$ cat src/hdl/lfws_pkg.sv
package lfws_pkg;

    localparam int QUEUE_DEPTH_DEF = 2;

    // action codes
    typedef enum logic [1:0] {
        ACT_SEND   = 2'd0,
        ACT_CURSOR = 2'd1,
        ACT_LIGHT  = 2'd2,
        ACT_INIT   = 2'd3
    } action_t;

    // port codes
    localparam logic [2:0] PORT_DATA  = 3'd0;
    localparam logic [2:0] PORT_CTRL  = 3'd1;
    localparam logic [2:0] PORT_LIGHT = 3'd2;
    localparam logic [2:0] PORT_DDIR  = 3'd3;
    localparam logic [2:0] PORT_CDIR  = 3'd4;

    localparam logic [7:0] CTL_RS      = 8'h01;
    localparam logic [7:0] CTL_E       = 8'h04;
    localparam int         FLAG_DATA   = 1;
    localparam int         FLAG_NIBBLE = 0;

    localparam logic [2:0] ROW_MAX   = 3'd3;
    localparam logic [4:0] COL_MAX   = 5'd19;
    localparam logic [7:0] LIGHT_MAX = 8'd100;
    // floor(x / 100) == (x * 5243) >> 19 for x <= 25500
    localparam logic [12:0] RECIP_100 = 13'd5243;
    localparam int          RECIP_SH  = 19;

    localparam logic [5:0] INIT_LIGHT_STEP = 6'd52;

    typedef struct packed {
        logic [1:0] action;
        logic [7:0] value;
        logic [1:0] send_flags;
        logic [2:0] row;
        logic [4:0] col;
    } req_t;

    typedef struct packed {
        logic [2:0] port;
        logic [7:0] byte_res;
        logic       last;
    } res_t;

    typedef enum logic [1:0] {
        KIND_SEND,
        KIND_LIGHT,
        KIND_INIT
    } kind_t;

    // classified request, one queue entry
    typedef struct packed {
        kind_t      kind;
        logic [7:0] cmd;
        logic       rs;
        logic       nib_only;
        logic [7:0] light;
    } desc_t;

    typedef struct packed {
        logic [2:0] port;
        logic [7:0] data;
    } wr_t;

    function automatic logic [7:0] row_base(input logic [1:0] r);
        logic [7:0] b;
        case (r)
            2'd0:    b = 8'h00;
            2'd1:    b = 8'h40;
            2'd2:    b = 8'h14;
            default: b = 8'h54;
        endcase
        return b;
    endfunction

    // sub[2] selects the low nibble, sub[1:0] the phase within one nibble
    function automatic wr_t send_write(input logic [7:0] b, input logic rs,
                                       input logic [2:0] sub);
        wr_t        w;
        logic [3:0] nib;
        logic [7:0] rsb;
        nib = sub[2] ? b[3:0] : b[7:4];
        rsb = rs ? CTL_RS : 8'h00;
        case (sub[1:0])
            2'd0:    w = '{port: PORT_DATA, data: {nib, 4'h0}};
            2'd2:    w = '{port: PORT_CTRL, data: rsb | CTL_E};
            default: w = '{port: PORT_CTRL, data: rsb};
        endcase
        return w;
    endfunction

    // power-up writes, steps 0..51 (the backlight write follows)
    function automatic wr_t init_write(input logic [5:0] step);
        wr_t        w;
        logic [5:0] j;
        logic [7:0] c;
        j = 6'd0;
        c = 8'h00;
        if (step < 6'd4) begin
            case (step[1:0])
                2'd0:    w = '{port: PORT_DATA, data: 8'h00};
                2'd1:    w = '{port: PORT_CTRL, data: 8'h00};
                2'd2:    w = '{port: PORT_DDIR, data: 8'hFF};
                default: w = '{port: PORT_CDIR, data: 8'h07};
            endcase
        end else if (step < 6'd20) begin
            j = step - 6'd4;
            c = (j[3:2] == 2'd3) ? 8'h20 : 8'h30;
            w = send_write(c, 1'b0, {1'b0, j[1:0]});
        end else begin
            j = step - 6'd20;
            case (j[4:3])
                2'd0:    c = 8'h28;
                2'd1:    c = 8'h0C;
                2'd2:    c = 8'h01;
                default: c = 8'h06;
            endcase
            w = send_write(c, 1'b0, j[2:0]);
        end
        return w;
    endfunction

endpackage

$ cat src/hdl/lfws_front.sv
module lfws_front (
    input  lfws_pkg::req_t  req,
    output lfws_pkg::desc_t desc
);
    import lfws_pkg::*;

    logic [2:0]  row_c;
    logic [4:0]  col_c;
    logic [7:0]  lv;
    logic [14:0] lx;
    logic [27:0] lp;

    always_comb
    begin
        row_c = (req.row > ROW_MAX) ? ROW_MAX : req.row;
        col_c = (req.col > COL_MAX) ? COL_MAX : req.col;
        lv    = (req.value > LIGHT_MAX) ? LIGHT_MAX : req.value;
        lx    = {lv[6:0], 8'h00} - {8'h00, lv[6:0]};  // lv * 255
        lp    = {13'h0, lx} * {15'h0, RECIP_100};
        desc.light    = lp[RECIP_SH+7:RECIP_SH];
        desc.kind     = KIND_SEND;
        desc.cmd      = req.value;
        desc.rs       = req.send_flags[FLAG_DATA];
        desc.nib_only = req.send_flags[FLAG_NIBBLE];
        case (action_t'(req.action))
            ACT_SEND:
            begin
                desc.kind = KIND_SEND;
            end
            ACT_CURSOR:
            begin
                desc.kind     = KIND_SEND;
                desc.cmd      = 8'h80 | (row_base(row_c[1:0]) + {3'h0, col_c});
                desc.rs       = 1'b0;
                desc.nib_only = 1'b0;
            end
            ACT_LIGHT:
            begin
                desc.kind = KIND_LIGHT;
            end
            default:
            begin
                desc.kind = KIND_INIT;
            end
        endcase
    end

endmodule

$ cat src/hdl/lfws_queue.sv
module lfws_queue #(
    parameter int DEPTH = lfws_pkg::QUEUE_DEPTH_DEF
) (
    input  logic            clk,
    input  logic            rst_n,
    input  logic            push,
    input  lfws_pkg::desc_t din,
    input  logic            pop,
    output lfws_pkg::desc_t head,
    output logic            head_valid,
    output logic            full
);
    import lfws_pkg::*;

    localparam int AW = (DEPTH > 1) ? $clog2(DEPTH) : 1;
    localparam int CW = $clog2(DEPTH + 1);
    localparam logic [AW-1:0] LAST_IDX = AW'(DEPTH - 1);
    localparam logic [CW-1:0] FULL_CNT = CW'(DEPTH);

    desc_t         mem [DEPTH];
    logic [AW-1:0] wr_ptr_reg, rd_ptr_reg;
    logic [CW-1:0] count_reg;
    logic          do_push, do_pop;

    assign full       = (count_reg == FULL_CNT);
    assign head_valid = (count_reg != '0);
    assign head       = mem[rd_ptr_reg];
    assign do_push    = push && !full;
    assign do_pop     = pop && head_valid;

    always_ff @(posedge clk)
    begin
        if (do_push)
        begin
            mem[wr_ptr_reg] <= din;
        end
    end

    always_ff @(posedge clk or negedge rst_n)
    begin
        if (!rst_n)
        begin
            wr_ptr_reg <= '0;
            rd_ptr_reg <= '0;
            count_reg  <= '0;
        end
        else
        begin
            if (do_push)
            begin
                wr_ptr_reg <= (wr_ptr_reg == LAST_IDX) ? '0 : wr_ptr_reg + 1'b1;
            end
            if (do_pop)
            begin
                rd_ptr_reg <= (rd_ptr_reg == LAST_IDX) ? '0 : rd_ptr_reg + 1'b1;
            end
            if (do_push && !do_pop)
            begin
                count_reg <= count_reg + 1'b1;
            end
            else if (do_pop && !do_push)
            begin
                count_reg <= count_reg - 1'b1;
            end
        end
    end

endmodule

$ cat src/hdl/lfws_back.sv
module lfws_back (
    input  logic            clk,
    input  logic            rst_n,
    input  lfws_pkg::desc_t head,
    input  logic            head_valid,
    output logic            pop,
    output lfws_pkg::res_t  res,
    output logic            strobe
);
    import lfws_pkg::*;

    logic [5:0] step_reg, step_next;
    res_t       res_reg, res_next;
    logic       strobe_reg;
    wr_t        w;
    logic       last;

    always_comb
    begin
        w    = send_write(head.cmd, head.rs, step_reg[2:0]);
        last = 1'b0;
        case (head.kind)
            KIND_SEND:
            begin
                last = head.nib_only ? (step_reg[1:0] == 2'd3)
                                     : (step_reg[2:0] == 3'd7);
            end
            KIND_LIGHT:
            begin
                w    = '{port: PORT_LIGHT, data: head.light};
                last = 1'b1;
            end
            default:
            begin
                if (step_reg == INIT_LIGHT_STEP)
                begin
                    w    = '{port: PORT_LIGHT, data: head.light};
                    last = 1'b1;
                end
                else
                begin
                    w = init_write(step_reg);
                end
            end
        endcase
        res_next  = '{port: w.port, byte_res: w.data, last: last};
        pop       = head_valid && last;
        step_next = pop ? '0 : (head_valid ? step_reg + 6'd1 : step_reg);
    end

    always_ff @(posedge clk)
    begin
        res_reg <= res_next;
    end

    always_ff @(posedge clk or negedge rst_n)
    begin
        if (!rst_n)
        begin
            step_reg   <= '0;
            strobe_reg <= 1'b0;
        end
        else
        begin
            step_reg   <= step_next;
            strobe_reg <= head_valid;
        end
    end

    assign res    = res_reg;
    assign strobe = strobe_reg;

endmodule

$ cat src/hdl/lcd_four_bit_write_sequencer_top.sv
// Four-bit character LCD write sequencer. A request is taken on a clock edge
// with start high and busy low; it then comes out as a run of port writes,
// one per cycle on res with strobe high, the final one flagged by res.last.
// The receiver cannot stall, so writes leave as soon as they are made. A
// byte send or cursor move gives 8 writes, a nibble-only send 4, a backlight
// set 1 and display init 53. A request's writes are contiguous, and queued
// requests follow each other with no idle cycle. When the queue is empty the
// first write passes the queue's count register and then the res register
// before it appears on res. busy is high only while the request queue
// (QUEUE_DEPTH entries) is full.
module lcd_four_bit_write_sequencer_top #(
    parameter int QUEUE_DEPTH = lfws_pkg::QUEUE_DEPTH_DEF
) (
    input  logic           clk,
    input  logic           rst_n,
    input  logic           start,
    output logic           busy,
    input  lfws_pkg::req_t req,
    output lfws_pkg::res_t res,
    output logic           strobe
);
    import lfws_pkg::*;

    desc_t desc;      // classified request from the front end
    desc_t head;      // request the back end is working on
    logic  head_valid;
    logic  pop;
    logic  full;

    // front end: clamp cursor, build command byte, scale backlight level
    lfws_front u_front (
        .req  (req),
        .desc (desc)
    );

    // short queue lets accepts run ahead of the write sequencer
    lfws_queue #(
        .DEPTH (QUEUE_DEPTH)
    ) u_queue (
        .clk        (clk),
        .rst_n      (rst_n),
        .push       (start),
        .din        (desc),
        .pop        (pop),
        .head       (head),
        .head_valid (head_valid),
        .full       (full)
    );

    // back end: steps through the writes of the head request
    lfws_back u_back (
        .clk        (clk),
        .rst_n      (rst_n),
        .head       (head),
        .head_valid (head_valid),
        .pop        (pop),
        .res        (res),
        .strobe     (strobe)
    );

    assign busy = full;

endmodule

$ cat config.mk
export PLATFORM = sky130hd
export DESIGN_NAME = lcd_four_bit_write_sequencer_top
export DESIGN_NICKNAME = d
export VERILOG_FILES = /design/src/hdl/lfws_pkg.sv /design/src/hdl/lfws_front.sv /design/src/hdl/lfws_queue.sv /design/src/hdl/lfws_back.sv /design/src/hdl/lcd_four_bit_write_sequencer_top.sv
export SDC_FILE = /design/constraint.sdc
export NUM_CORES = 1
export LEC_CHECK = 0
export BUFFER_PORTS_ARGS = -buffer_cell sky130_fd_sc_hd__buf_2
export CORE_MARGIN = 5
export CORE_UTILIZATION = 54
export CTS_CLUSTER_DIAMETER = 200
export DETAILED_ROUTE_END_ITERATION = 8
export PLACE_DENSITY = 0.72
export SKIP_LAST_GASP = 1
export SLEW_MARGIN = 5
export SYNTH_ARGS = -nofsm -noshare
export SYNTH_HDL_FRONTEND = slang
export SYNTH_SLANG_ARGS = --single-unit
export TNS_END_PERCENT = 5
$ cat constraint.sdc
create_clock -name clk -period 3.7 [get_ports clk]
set_input_delay 0 -clock clk [delete_from_list [all_inputs] [get_ports clk]]
set_output_delay 0 -clock clk [all_outputs]
set_load 0.05 [all_outputs]
==> summary.txt, run 1 <==
Final layout
  • Fillers: 925
  • Share of post-route cells with drive strength above 1: 26.2%
  • Sequential Area: 1720 µm²
  • Area growth syn-to-layout: 25.8%
  • Largest register FFs: 40
  • Footprint of the multi-input gates: 4690 µm²
  • Nets: 1029
  • N_diodes: 0

Die
  • Core Rows: 41
  • Die Width: 123 µm
  • Core box area: 12500 µm²
  • Area of the die: 15100 µm²
  • Boundary Pins: 37
  • Initial core utilization: 54.8%
  • Die height: 123 µm

Placed design
  • I/O Buffers: 36
  • Post-DP HPWL: 12700 µm
  • Routability cong.: 0.933

Run status
  • Failing checks: negative setup slack
  • Status: finished, violations left

Detailed routing
  • DRT Pass-1 Iters: 6
  • Post-Route WL: 15300 µm
  • DR WL met2: 7920 µm
  • Final ANT Viol Nets: 0
  • Vias post-DR: 5188
  • DRC Markers: 0
  • Wire length on met3: 460 µm
  • Routed length per placed instance: 15.2 µm
  • Initial DRC count: 283
  • M1 WL: 6550 µm
  • Routed vias/inst: 5.16
  • Max Used Layer: met4

Synth
  • FFs w/ async S/R, synth: 17.5%
  • Post-Syn Area: 6860 µm²
  • Mux contribution to synthesized area: 3.41%
  • Post-synthesis simple-gate area fraction: 9.45%
  • Synth Area in Adders: 39.6%
  • Primary FF master, synth: edfxtp_1
  • YS warnings: 0
  • Complex-gate fraction of the synthesized area: 8.76%
  • Synth unique cells: 62
  • #FFs+latches synth: 63
  • Most frequent cell after synthesis: inv_1
  • Yosys top cell by area: ha_1
  • Largest family of logic cells by synthesized area: adder cells
  • Post-Syn Instances: 682
  • Post-synth top cells: inv_1 (160), ha_1 (113), fa_1 (65)
  • Post-synth EDFFs: 40
  • Sequential area share after synthesis: 25.0%
  • Main area contributors after synthesis: ha_1 (21%), fa_1 (19%), edfxtp_1 (18%)
  • Yosys top cell area share: 20.6%
  • Avg Cell Area, Syn: 10.1 µm²
  • XOR/XNOR Fraction of Synth Area: 3.83%
  • Post-Syn Nets: 883

CTS
  • H-tree depth: 3
  • Clock Pin Slew Worst Setup and Hold Paths: 0.05 ns
  • CTS Buf Count: 9
  • Root buf cell: clkbuf_16
  • Worst skew pair latency: 0.33 ns
  • CTS tree: built
  • CTS max path bufs: 2
  • Clock Sinks: 63

Timing
  • Worst slew pin tran: 1.03 ns
  • Max Freq: 176 MHz
  • Layout Skew: 0.00768 ns
  • Post-route setup TNS: -29.59 ns
  • Slew HR: 31.4%
  • Final period util: 153%
  • Final WS setup: -1.97 ns
  • RSZ-0062 raised after global routing: yes
  • Setup violations, final: 16
  • Minimum clock period: 5.67 ns
  • Final hold violation count: 0
  • Final Max Tran Viols: 0

Min path
  • WHS Endpoint: u_queue.mem[1][8]
  • Hold path cells: 2
  • HP Start: req[8]
  • HP Class: input port to flip-flop

Power and ir drop
  • Static leakage: 0.00427 µW
  • Pwr dens: 1020 nW/µm²
  • VDD IR max: 1110 µV
  • Pwr Total: 8760 µW

Worst setup path
  • FF-to-FF Start: u_queue.rd_ptr_reg
  • Kind of critical path: input port to flip-flop
  • Startpoint types: input port
  • Reg-to-reg critical path endpoint: u_queue.count_reg[1]
  • CP endpoint kind: flip-flop
  • Register-to-Register Setup Slack: 0.93 ns
  • R2r worst-path depth: 9
  • Worst-path fanout max: 4
  • Worst EP arrival: 5.73 ns
  • Worst EP required: 3.77 ns

Global routing
  • Grt total ovfl: 0
  • Total GRT Usage: 21.7%
  • Initial antenna violation count: 0
  • First-pass GRT wire length: 25600 µm
  • Number of global-route vias before repair: 5564
  • Largest net degree at the start of global routing: 21

Run
  • Maxcap violations: 0
==> logic make-up after synthesis <==
family          count (synthesis)
flops                          63
buf+inv                       175
mux                            19
fa+ha+maj                     178
simple gates                  132
compound gates                 85
xor+xnor                       30
==> cell type report <==
| type | count | share of cell area, % |
|---|---|---|
| clock buffer | 14 | 3.44 |
| clock inverter | 2 | 0.406 |
| inverter | 162 | 7.05 |
| multi-input combinational | 444 | 54.4 |
| sequential | 63 | 19.9 |
| tap | 172 | 2.49 |
| timing repair buffer | 148 | 12.4 |
==> where the power goes <==
group	internal [µW]	total, µW	switching, µW	leakage, µW
Combinational	3140	6570	3430	0.00350
Sequential	1180	1290	112	0.000609
Clock	620	902	282	0.000163
==> repair_timing <==
item,CTS,global route
setup buffers,6,3
pin swaps,24,20
setup endpoints to repair,16,16
hold endpoints to repair,16,0
hold buffers,4,0
resized for setup,11,16
==> worst max-delay path by stage <==
stage                     startpoint           endpoint  slack [ns]  cells past startpoint
final                        req[10]  u_queue.mem[1][7]       -1.97                     26
after CTS                    req[11]  u_queue.mem[1][7]       -1.92                     26
after floorplan              req[10]  u_queue.mem[0][7]       -2.03                     26
after global placement       req[14]  u_queue.mem[0][1]       -2.22                     26
after global routing         req[10]  u_queue.mem[1][7]       -2.18                     26
after detailed placement     req[14]  u_queue.mem[0][7]       -2.35                     26
==> critical path, stage by stage <==
cell	delay [ns]
buf_6	0.09
o21ai_2	0.13
nand2_2	0.10
a31oi_4	0.20
nand2_2	0.12
ha_4	0.18
a41o_4	0.20
or3_4	0.41
xor2_4	0.21
fa_1	0.45
ha_1	0.31
inv_2	0.04
fa_1	0.51
inv_2	0.04
fa_1	0.51
inv_2	0.05
fa_1	0.57
inv_2	0.06
ha_4	0.26
a21oi_4	0.15
o21ai_2	0.07
a311oi_2	0.32
o2111ai_2	0.22
a31o_1	0.26
a21oi_2	0.14
xnor2_1	0.10
==> stage by stage <==
stage	cell area (µm²)	setup WS [ns]	util (%)	instances	hold slack [ns]
6_report	8630	-1.97	68.9	1005	0.00499
5_1_grt	8630	-2.18	68.9	1005	0.0222
3_5_place_dp	8080	-2.35	64.5	977	-0.112
2_1_floorplan	7020	-2.03	-	682	-0.296
3_3_place_gp	8080	-2.22	64.5	977	-0.124
4_1_cts	8550	-1.92	68.3	1003	0.00177
==> metal layers <==
metal,vias up,GRT usage (%)
li1,2516,-
met1,2533,27.1
met5,-,0
met3,32,2.86
met4,0,5.74
met2,107,39.5
==> layout by cell type (no fill, tap or decap), types with 5 or more instances in the layout <==
cell	count
nand2b_1	8
nor3_1	8
mux2_2	5
xor2_1	6
nor2b_1	5
nand3_1	12
buf_2	33
dfrtp_1	11
o211ai_1	6
ha_4	9
ha_1	104
xnor2_1	23
o21ai_2	6
nor2_1	27
and2_1	7
inv_1	152
nand2_1	34
o21ai_0	22
mux2i_1	11
dfxtp_1	12
fa_1	65
clkbuf_16	11
inv_2	10
a21oi_1	11
edfxtp_1	40
buf_4	106
a21o_1	6
Power figures use the tool's default switching activity.
==> inputs of run 2 (changes only) <==
--- a/config.mk
+++ b/config.mk
@@ -5,6 +5,7 @@
 export SDC_FILE = /design/constraint.sdc
 export NUM_CORES = 1
 export LEC_CHECK = 0
+export ABC_AREA = 1
 export BUFFER_PORTS_ARGS = -buffer_cell sky130_fd_sc_hd__buf_2
 export CORE_MARGIN = 5
 export CORE_UTILIZATION = 54
==> run 2 against run 1 <==
Effect of this change:
- the run still ends with negative setup slack left
- synthesized cell count is 27% higher
- area after synthesis is 7.4% higher
- setup slack better by 0.76 ns
- global-route usage is 3.3 points higher
- routed wire length is 26% higher
- non-clock buffer count is 22 higher
- register-to-register slack worse by 0.15 ns
- core utilization is 4.5 points higher
- critical path depth is 2 higher
- fmax is 16% higher
- final cell count is 22% higher
- clock-buffer cell count is 5 lower
- critical path type unchanged
==> summary.txt, run 2 <==
Run status
  • Status: finished, violations left
  • Failing checks: negative setup slack

Final layout
  • Most frequent cells in the layout: inv_1 (207), buf_4 (128), nand2_1 (92)
  • Final cell count without fillers: 1223
  • Largest register FFs: 40
  • Area growth syn-to-layout: 32.5%
  • Nets: 1243
  • N_diodes: 0
  • Most common cell after layout, fill and taps aside: inv_1
  • Share of post-route cells with drive strength above 1: 29.9%

Worst setup path
  • Critical path depth: 28
  • CP delay by family, top: adder cells
  • Worst-path fanout max: 5
  • Register-to-Register Setup Slack: 0.78 ns
  • Kind of critical path: input port to flip-flop
  • FF-to-FF Start: u_queue.rd_ptr_reg
  • Slowest-stage cell, CP: fa_1
  • CP startpoint: req[10]
  • Buf/Inv on CP: 6
  • Critical Path Max Stage Delay: 0.56 ns
  • CP endpoint kind: flip-flop
  • Setup crit end: u_queue.mem[1][5]
  • Worst EP arrival: 4.99 ns
  • R2r worst-path depth: 12
  • Reg-to-reg critical path endpoint: u_queue.count_reg[1]
  • Startpoint types: input port
  • Worst EP required: 3.78 ns
  • Cell mode on critical path: fa_1

Synth
  • Avg Cell Area, Syn: 8.50 µm²
  • Post-Syn Area: 7360 µm²
  • Main area contributors after synthesis: ha_1 (19%), fa_1 (18%), edfxtp_1 (16%)
  • YS warnings: 0
  • #FFs+latches synth: 63
  • Primary FF master, synth: edfxtp_1
  • Yosys top cell area share: 19.2%
  • Post-Syn Instances: 866
  • Most frequent cell after synthesis: inv_1
  • Synth unique cells: 50
  • Post-Syn Nets: 1067
  • Yosys top cell by area: ha_1
  • Post-synth top cells: inv_1 (225), ha_1 (113), nand2_1 (111)
  • FFs w/ async S/R, synth: 17.5%
  • Sequential area share after synthesis: 23.3%
  • Post-synth EDFFs: 40

Global routing
  • First-pass GRT wire length: 32400 µm
  • Grt total ovfl: 0
  • Initial antenna violation count: 0
  • Number of global-route vias before repair: 6710
  • Total GRT Usage: 25.0%
  • Largest net degree at the start of global routing: 22

Timing
  • Final hold violation count: 0
  • Layout Skew: 0.00691 ns
  • Final period util: 133%
  • Setup violations, final: 16
  • Max Freq: 204 MHz
  • Final Max Tran Viols: 0
  • Worst slew pin tran: 1.08 ns
  • Final WS setup: -1.21 ns
  • RSZ-0062 raised after global routing: yes
  • Minimum clock period: 4.91 ns
  • Slew HR: 27.6%

Min path
  • HP Class: input port to flip-flop
  • HP Start: req[8]

Die
  • Die height: 127 µm
  • Die Width: 127 µm
  • Core box area: 13300 µm²
  • Area of the die: 16100 µm²
  • Boundary Pins: 37
  • Initial core utilization: 55.4%
  • Core Rows: 42

Detailed routing
  • Vias post-DR: 6335
  • DRC Markers: 0
  • DRT Pass-1 Iters: 8
  • Post-Route WL: 19300 µm
  • Initial DRC count: 453
  • Final ANT Viol Nets: 0
  • Routed vias/inst: 5.18
  • Routed length per placed instance: 15.7 µm

Placed design
  • I/O Buffers: 36
  • Routability cong.: 0.931
  • Placed Cells: 1195
  • Worst slack at placement: -1.66 ns
  • Post-DP HPWL: 15400 µm

CTS
  • Clock Sinks: 63
  • CTS Buf Count: 9
  • CTS max path bufs: 2
  • Clock Pin Slew Worst Setup and Hold Paths: 0.06 ns
  • Worst skew pair latency: 0.33 ns
  • CTS tree: built
  • Root buf cell: clkbuf_16
  • H-tree depth: 3

Run
  • Maxcap violations: 0
-- run 2: cell count changes in the layout (fill, tap and decap cells not counted), sizes merged, moves of 18 or more --
cell,delta
inv,+73
nand3,+22
o21ai,+22
nor2,+36
nand2,+81
xnor2,-18
buf,+22
-- run 2: routing by layer --
| metal | wire length (µm) | up-vias | track usage (%) |
|---|---|---|---|
| met5 | 0 | - | 0 |
| met4 | 527 | 0 | 8.20 |
| met3 | 764 | 36 | 2.35 |
| met2 | 9650 | 175 | 44.0 |
| met1 | 8310 | 3025 | 32.5 |
| li1 | - | 3099 | - |
-- run 2: what timing repair did --
action                                  in CTS  in global routing
setup buffers                                5                  4
hold buffers                                 4                  0
pin swaps                                   37                 38
resized for setup                           45                 37
endpoints found under the hold margin       15                  0
endpoints found under the setup margin      16                 16
-- run 2: cells by family after synthesis --
group                      share of synthesized area, %
and+or+nand+nor                                    15.3
buffers and inverters                              12.1
adders and majority gates                          36.9
AOI/OAI and AO/OA                                  8.94
DFF                                                23.3
xor gates and xnor gates                           2.82
muxes                                             0.697
-- run 2: tightest hold or removal path, cell delays in order --
cell    delay [ns]
buf_2         0.10
inv_1         0.04
nor2_1        0.05
-- run 2: cell type report --
class	count	area, µm²
Tap cell	176	220
Inverter	232	881
Multi-Input combinational cell	566	5380
Timing Repair Buffer	170	1240
Clock buffer	9	225
Clock inverter	7	100
Fill cell	965	3530
Sequential cell	63	1720
-- run 2: through the flow --
stage               area (µm²)  hold slack, ns  util [%]  setup TNS, ns
floorplan                 7630          -0.296         -         -17.08
global route              9760          0.0378      73.4         -22.63
detailed placement        8950          -0.119      67.3         -25.25
CTS                       9590          0.0112      72.1         -17.08
finish                    9760          0.0260      73.4         -18.49
global placement          8950          -0.123      67.3         -24.29
-- run 2: worst min path at each step --
stage	end	slack, ns	cells past startpoint
global placement	u_queue.wr_ptr_reg	-0.12	1
finish	u_queue.mem[0][8]	0.03	3
floorplan	u_back.step_reg[0]	-0.30	0
CTS	u_queue.mem[0][8]	0.01	3
detailed placement	u_queue.wr_ptr_reg	-0.12	1
global route	u_queue.mem[1][8]	0.04	3
Power of run 2 is not shown: default switching activity piles up to over one toggle a cycle in this logic, so the estimate is an artifact.
